File: src/rtl/pcc_pkg.sv
// ----------------------------------------------------------------------------
// pcc_pkg: shared types and constants of the correlation block
// Widths of the accumulators and the finishing arithmetic, the controller
// states, the operation codes of the shared multiplier and the
// command and status bundles between controller and datapath.
// ----------------------------------------------------------------------------
package pcc_pkg;

  localparam int MaxSamples = 1024;
  localparam int SampleBits = 16;
  localparam int CountBits  = $clog2(MaxSamples + 1);
  localparam int MinCount   = 2;

  // Accumulators: sum of samples and sums of products.
  localparam int SumW  = SampleBits + CountBits;
  localparam int SqW   = 2 * SampleBits + CountBits - 1;

  // Finishing arithmetic. Every term of the formula is below 2^(MagW-1).
  localparam int MagW     = 2 * SampleBits + 2 * CountBits - 2;
  localparam int WorkW    = MagW + 1;
  localparam int ProdW    = 2 * MagW;
  localparam int FracBits = 15;
  localparam int CoefW    = FracBits + 1;
  localparam int DivShift = 2 * FracBits;
  localparam int QuoBits  = DivShift + 1;
  localparam int LimW     = ProdW + DivShift;
  localparam int SqrtW    = QuoBits + 1;
  localparam int CtrW     = $clog2(QuoBits);

  typedef enum logic [2:0] {
    OP_NXX, // n * Sxx
    OP_SXX, // Sx * Sx
    OP_NYY, // n * Syy
    OP_SYY, // Sy * Sy
    OP_NXY, // n * Sxy
    OP_SXY, // Sx * Sy
    OP_AB,  // A * B
    OP_NN   // N * N
  } op_e;

  typedef enum logic [3:0] {
    S_ACC,
    S_DRAIN,
    S_MLOAD,
    S_MRUN,
    S_CHECK,
    S_DIV,
    S_SINIT,
    S_SQRT,
    S_OUT
  } state_e;

  typedef struct packed {
    logic s1_load;
    logic mul_start;
    logic mul_step;
    logic mul_write;
    op_e  op;
    logic div_step;
    logic sqrt_init;
    logic sqrt_step;
    logic result_load;
  } cmd_t;

  typedef struct packed {
    logic mul_done;
    logic degen;
  } sts_t;

endpackage

File: src/rtl/pcc_ctrl.sv
// ----------------------------------------------------------------------------
// pcc_ctrl: sequencer of the correlation block
// Runs the input handshake, steps the datapath through the multiplies,
// the division and the square root, and owns the result valid flag.
// ----------------------------------------------------------------------------
module pcc_ctrl (
  input  logic          clk_i,
  input  logic          rst_ni,
  input  logic          in_valid_i,
  input  logic          last_pair_i,
  output logic          in_stall_o,
  output logic          out_valid_o,
  input  logic          out_stall_i,
  input  pcc_pkg::sts_t sts_i,
  output pcc_pkg::cmd_t cmd_o
);

  pcc_pkg::state_e             state_q, state_d;
  pcc_pkg::op_e                op_q, op_d;
  logic [pcc_pkg::CtrW-1:0]    cnt_q, cnt_d;
  logic                        out_valid_q, out_valid_d;
  logic                        accept;

  always_ff @(posedge clk_i or negedge rst_ni) begin
    if (!rst_ni) begin
      state_q     <= pcc_pkg::S_ACC;
      op_q        <= pcc_pkg::OP_NXX;
      cnt_q       <= '0;
      out_valid_q <= 1'b0;
    end else begin
      state_q     <= state_d;
      op_q        <= op_d;
      cnt_q       <= cnt_d;
      out_valid_q <= out_valid_d;
    end
  end

  assign accept = in_valid_i && (state_q == pcc_pkg::S_ACC);

  always_comb begin
    state_d     = state_q;
    op_d        = op_q;
    cnt_d       = cnt_q;
    out_valid_d = out_valid_q && out_stall_i;
    in_stall_o  = 1'b1;
    cmd_o       = '0;
    cmd_o.op    = op_q;
    unique case (state_q)
      pcc_pkg::S_ACC: begin
        in_stall_o     = 1'b0;
        cmd_o.s1_load  = accept;
        if (accept && last_pair_i) begin
          state_d = pcc_pkg::S_DRAIN;
        end
      end
      pcc_pkg::S_DRAIN: begin
        op_d    = pcc_pkg::OP_NXX;
        state_d = pcc_pkg::S_MLOAD;
      end
      pcc_pkg::S_MLOAD: begin
        cmd_o.mul_start = 1'b1;
        state_d         = pcc_pkg::S_MRUN;
      end
      pcc_pkg::S_MRUN: begin
        if (sts_i.mul_done) begin
          cmd_o.mul_write = 1'b1;
          if (op_q == pcc_pkg::OP_SXY) begin
            state_d = pcc_pkg::S_CHECK;
          end else if (op_q == pcc_pkg::OP_NN) begin
            cnt_d   = pcc_pkg::CtrW'(pcc_pkg::QuoBits - 1);
            state_d = pcc_pkg::S_DIV;
          end else begin
            op_d    = pcc_pkg::op_e'(op_q + 3'd1);
            state_d = pcc_pkg::S_MLOAD;
          end
        end else begin
          cmd_o.mul_step = 1'b1;
        end
      end
      pcc_pkg::S_CHECK: begin
        if (sts_i.degen) begin
          state_d = pcc_pkg::S_OUT;
        end else begin
          op_d    = pcc_pkg::OP_AB;
          state_d = pcc_pkg::S_MLOAD;
        end
      end
      pcc_pkg::S_DIV: begin
        cmd_o.div_step = 1'b1;
        if (cnt_q == '0) begin
          state_d = pcc_pkg::S_SINIT;
        end else begin
          cnt_d = cnt_q - 1'b1;
        end
      end
      pcc_pkg::S_SINIT: begin
        cmd_o.sqrt_init = 1'b1;
        cnt_d           = pcc_pkg::CtrW'(pcc_pkg::FracBits);
        state_d         = pcc_pkg::S_SQRT;
      end
      pcc_pkg::S_SQRT: begin
        cmd_o.sqrt_step = 1'b1;
        if (cnt_q == '0) begin
          state_d = pcc_pkg::S_OUT;
        end else begin
          cnt_d = cnt_q - 1'b1;
        end
      end
      pcc_pkg::S_OUT: begin
        if (!out_valid_q || !out_stall_i) begin
          cmd_o.result_load = 1'b1;
          out_valid_d       = 1'b1;
          state_d           = pcc_pkg::S_ACC;
        end
      end
      default: state_d = pcc_pkg::S_ACC;
    endcase
  end

  assign out_valid_o = out_valid_q;

`ifndef SYNTH
  // A closing beat is followed by a stalled input until the result is built.
  a_last_stalls: assert property (@(posedge clk_i) disable iff (!rst_ni)
    (in_valid_i && !in_stall_o && last_pair_i) |=> in_stall_o)
    else $error("input not stalled after closing beat");

  // A new result never overwrites one that is still held.
  a_no_overwrite: assert property (@(posedge clk_i) disable iff (!rst_ni)
    cmd_o.result_load |-> !(out_valid_q && out_stall_i))
    else $error("result overwritten while stalled");

  // The divider counter stays within the quotient width.
  a_div_count: assert property (@(posedge clk_i) disable iff (!rst_ni)
    (state_q == pcc_pkg::S_DIV) |-> (cnt_q < pcc_pkg::CtrW'(pcc_pkg::QuoBits)))
    else $error("divider step count out of range");

  // After the drain state comes the first multiply, with the input stalled.
  a_stall_busy: assert property (@(posedge clk_i) disable iff (!rst_ni)
    (state_q == pcc_pkg::S_DRAIN) |=> (state_q == pcc_pkg::S_MLOAD && in_stall_o))
    else $error("drain not followed by first multiply");
`endif

endmodule

File: config.mk
export PLATFORM = sky130hd
export DESIGN_NAME = pcc_ctrl
export DESIGN_NICKNAME = d
export VERILOG_FILES = /design/src/rtl/pcc_pkg.sv /design/src/rtl/pcc_ctrl.sv
export SDC_FILE = /design/constraint.sdc
export NUM_CORES = 1
export LEC_CHECK = 0
export BUFFER_PORTS_ARGS = -buffer_cell sky130_fd_sc_hd__buf_2
export CELL_PAD_IN_SITES_DETAIL_PLACEMENT = 0
export CELL_PAD_IN_SITES_GLOBAL_PLACEMENT = 2
export CORE_MARGIN = 4
export CORE_UTILIZATION = 31
export DETAILED_ROUTE_END_ITERATION = 8
export PLACE_DENSITY = 0.76
export SLEW_MARGIN = 20
export SYNTH_ARGS = -nofsm -noshare
export SYNTH_HDL_FRONTEND = slang
export SYNTH_SLANG_ARGS = --single-unit
File: constraint.sdc
create_clock -name clk_i -period 2.6 [get_ports clk_i]
set_input_delay 0.52 -clock clk_i [delete_from_list [all_inputs] [get_ports clk_i]]
set_output_delay 0.52 -clock clk_i [all_outputs]
set_load 0.05 [all_outputs]
==> metrics.md <==
| Metric | Value |
|---|---|
| Post-synth top area share | between 30% and 40% |
| Setup_tns | 0 ns |
| CTS Buf Count | 3 |
| Routed wire per std cell | about 14 um |
| Post-synthesis mux area share | 3.95% |
| Synth Area in Adders | between 7 and 8% |
| Slew @ Worst Pin | about 0.46 ns |
| Register area | 325 um2 |
| Rel. slew slack | 69.1% |
| Largest net degree at the start of global routing | 17 |
| Clk_lat worst skew | 0.29 ns |
| Clock skew | ~0.0023 ns |
| PwrDens | 1270 nW/um2 |
| CTS tree | built |
| Crit start category | register |
| Via-per-instance ratio | 5.03 |
| Row count | 20 |
| Clock Tree Root | clkbuf_4 |
| Total wire length | approximately 2500 um |
| Multi-input logic area | between 600 and 700 um2 |
| #FFs+latches synth | 13 |
| CP Data Required Time | 2.08 ns |
| Syn_area_per_cell | 8.97 um2 |
| Main area contributors after synthesis | dfrtp_1, ha_1, nor2_1 |
| Diode count | 0 |
| Hold crit path type | in -> async |
| Vias | just under 900 |
| FFs w/ async S/R, synth | 100% |
| Max-cap violations | 0 |
| Max rail drop VDD | between 0.4 and 0.5 mV |
| IO Pins | 20 |
| Synth Warn # | 0 |
| Router iterations before antenna repair | 4 |
| Yosys top cell by area | dfrtp_1 |
| Initial antenna violation count | 0 |
| Detailed Route Iter0 Violations | 70 |
| Fillers | approximately 340 |
| CP arrival | approximately 1.7 ns |
| Clock Pin Slew Worst Setup and Hold Paths | approximately 0.090 ns |
| Status | completed |
| Fin crit share | 85.8% |
| Cell leakage power | about 0.00055 uW |
| Number of port buffers | 19 |
| Worst-path fanout max | 16 |
| RSZ-0062 raised after global routing | no |
| Number of global-route vias before repair | roughly 930 |
| Synth Area in Compound Gates | between 20% and 30% |
| Post-synth cell types | between 40 and 50 |
| Total power | around 1500 uW |
| Initial Util | between 30% and 40% |
| Synth Instances | 113 |
| Crit-path slowest cell | dfrtp_1 |
| Post-synthesis sequential area ratio | 32.1% |
| Largest family of logic cells by synthesized area | simple AND/OR/NAND/NOR gates |
| Number of synthesized flops with an enable pin | 0 |
| Final setup fails | 0 |
| Setup crit end kind | primary output |
| Hold Vio Cnt, Final | 0 |
| Hold buffer count at cts | 0 |
| Syn_nets | around 130 |
| Crit Path Class | reg -> out |
| XOR/XNOR Fraction of Synth Area | 0% |
| Nets@finish | between 100 and 150 |
| Post-route antenna net violation count | 0 |
| Layout cells sized above 1 | between 20 and 30% |
| Total congestion overflow | 0 |
| Worst path max stage delay | 0.55 ns |
| Core area | roughly 3100 um2 |
| Post-Synth Simple-Gate Area | 28.8% |
| GRT Util Overall | between 10% and 20% |
| Post_cts resized | 0 |
| Fmax | 449 MHz |
| First-pass GRT wire length | around 4300 um |
| Area Growth Syn to Fin | 14.1% |
| Synthesized area | 1010 um2 |
| Die height | about 65 um |
| CTS H-Tree Depth | 1 |
| Max Buffers Root-to-Sink | 2 |
| Clk sink count | 13 |
| Pins Over Slew Limit | 0 |
| Die W | ~65 um |
| Final HPWL DP | 1880 um |
| Final worst path period need | roughly 2.2 ns |
| Drc violations | 0 |
| Die area | about 4200 um2 |
| Crit path cell chain | nor2_1 > nand2_1 > a21oi_1 > buf_2 |
| Placer Congestion | 0.756 |
| Main synth FF type | dfrtp_1 |
| Postcts setup bufs | 0 |
[logic make-up (layout without fill, tap and decap cells)]
kind of cell,Yosys count,in the layout
AOI/OAI and AO/OA,31,31
DFF,13,13
buffers and inverters,9,28
adders and majority gates,6,6
muxes,3,3
and+or+nand+nor,51,51
[flip-flops by register name (all words and copies together), names as in the netlist]
register / count
state_q: 4
cnt_q: 5
out_valid_o: 1
op_q: 3
[critical path, delay by kind of cell, from the launching register on]
kind            cells  cell delay (ns)
flops               1             0.55
simple gates        2             0.48
buf+inv             1             0.27
compound gates      1             0.13
[worst paths after layout]
kind                                     to  slack, ns  cells past startpoint   startpoint
worst max-delay path               cmd_o[0]       0.37                      4   state_q[0]
min in group clk_i              out_valid_o       0.45                      3  out_stall_i
worst min-delay path             state_q[2]       0.12                      1       rst_ni
max in group asynchronous          cnt_q[1]       2.24                      1       rst_ni
worst min register to register  out_valid_o       0.52                      2  out_valid_o
worst max register to register      op_q[0]       0.63                      6      op_q[0]
[layout make-up]
| class | count | area share, % |
|---|---|---|
| inverter | 5 | 1.62 |
| multi-input combinational | 91 | 55.0 |
| sequential | 13 | 28.1 |
| clock buffer | 4 | 2.27 |
| tap | 44 | 4.76 |
| timing repair buffer | 19 | 8.23 |
[cell usage after synthesis (2+ instances only)]
cell	number
mux2_4	2
nor2b_1	2
a21oi_1	11
ha_1	6
nand2_1	9
nand3_1	2
buf_4	3
nor3_1	3
nand4_1	2
nand2b_1	5
inv_1	5
o31ai_1	2
nor2_1	15
dfrtp_1	13
and3_1	2
o21ai_0	4
[metrics by stage]
stage	worst slack (ns)	cell area [um2]	instances	util [%]	hold slack, ns
after global placement	0.666	1130	172	36.7	0.443
after CTS	0.356	1160	176	37.6	0.116
final	0.370	1160	176	37.6	0.117
after floorplan	0.290	1010	113	-	0.224
after global routing	0.145	1160	176	37.6	0.125
after detailed placement	0.653	1130	172	36.7	0.440
[routing by layer]
metal  part of all wire (%)  up-vias  track usage [%]
li1                       -      443                -
met1                     50      424             17.7
met2                     44       14             20.7
met3                    3.8        4             1.88
met4                    1.8        0             6.99
met5                      0        -                0
[report_power, final]
group          leakage (uW)  internal, uW  switching (uW)
Clock             0.0000150          59.6            77.1
Combinational      0.000384           334             557
Sequential         0.000153           278             159
Total              0.000552           671             793
[cell usage in the layout, fill, tap and decap left out, types with 2 or more instances in the layout]
cell type / netlist / routed
nor3_1: 3 / 3
clkbuf_4: 0 / 3
nand3_1: 2 / 2
mux2_4: 2 / 2
o21ai_0: 4 / 4
ha_1: 6 / 6
nor2_1: 15 / 15
and3_1: 2 / 2
inv_1: 5 / 5
nand4_1: 2 / 2
nand2b_1: 5 / 5
nor2b_1: 2 / 2
nand2_1: 9 / 9
dfrtp_1: 13 / 13
o31ai_1: 2 / 2
a21oi_1: 11 / 11
buf_2: 0 / 19
(Power assumes the default switching activity.)
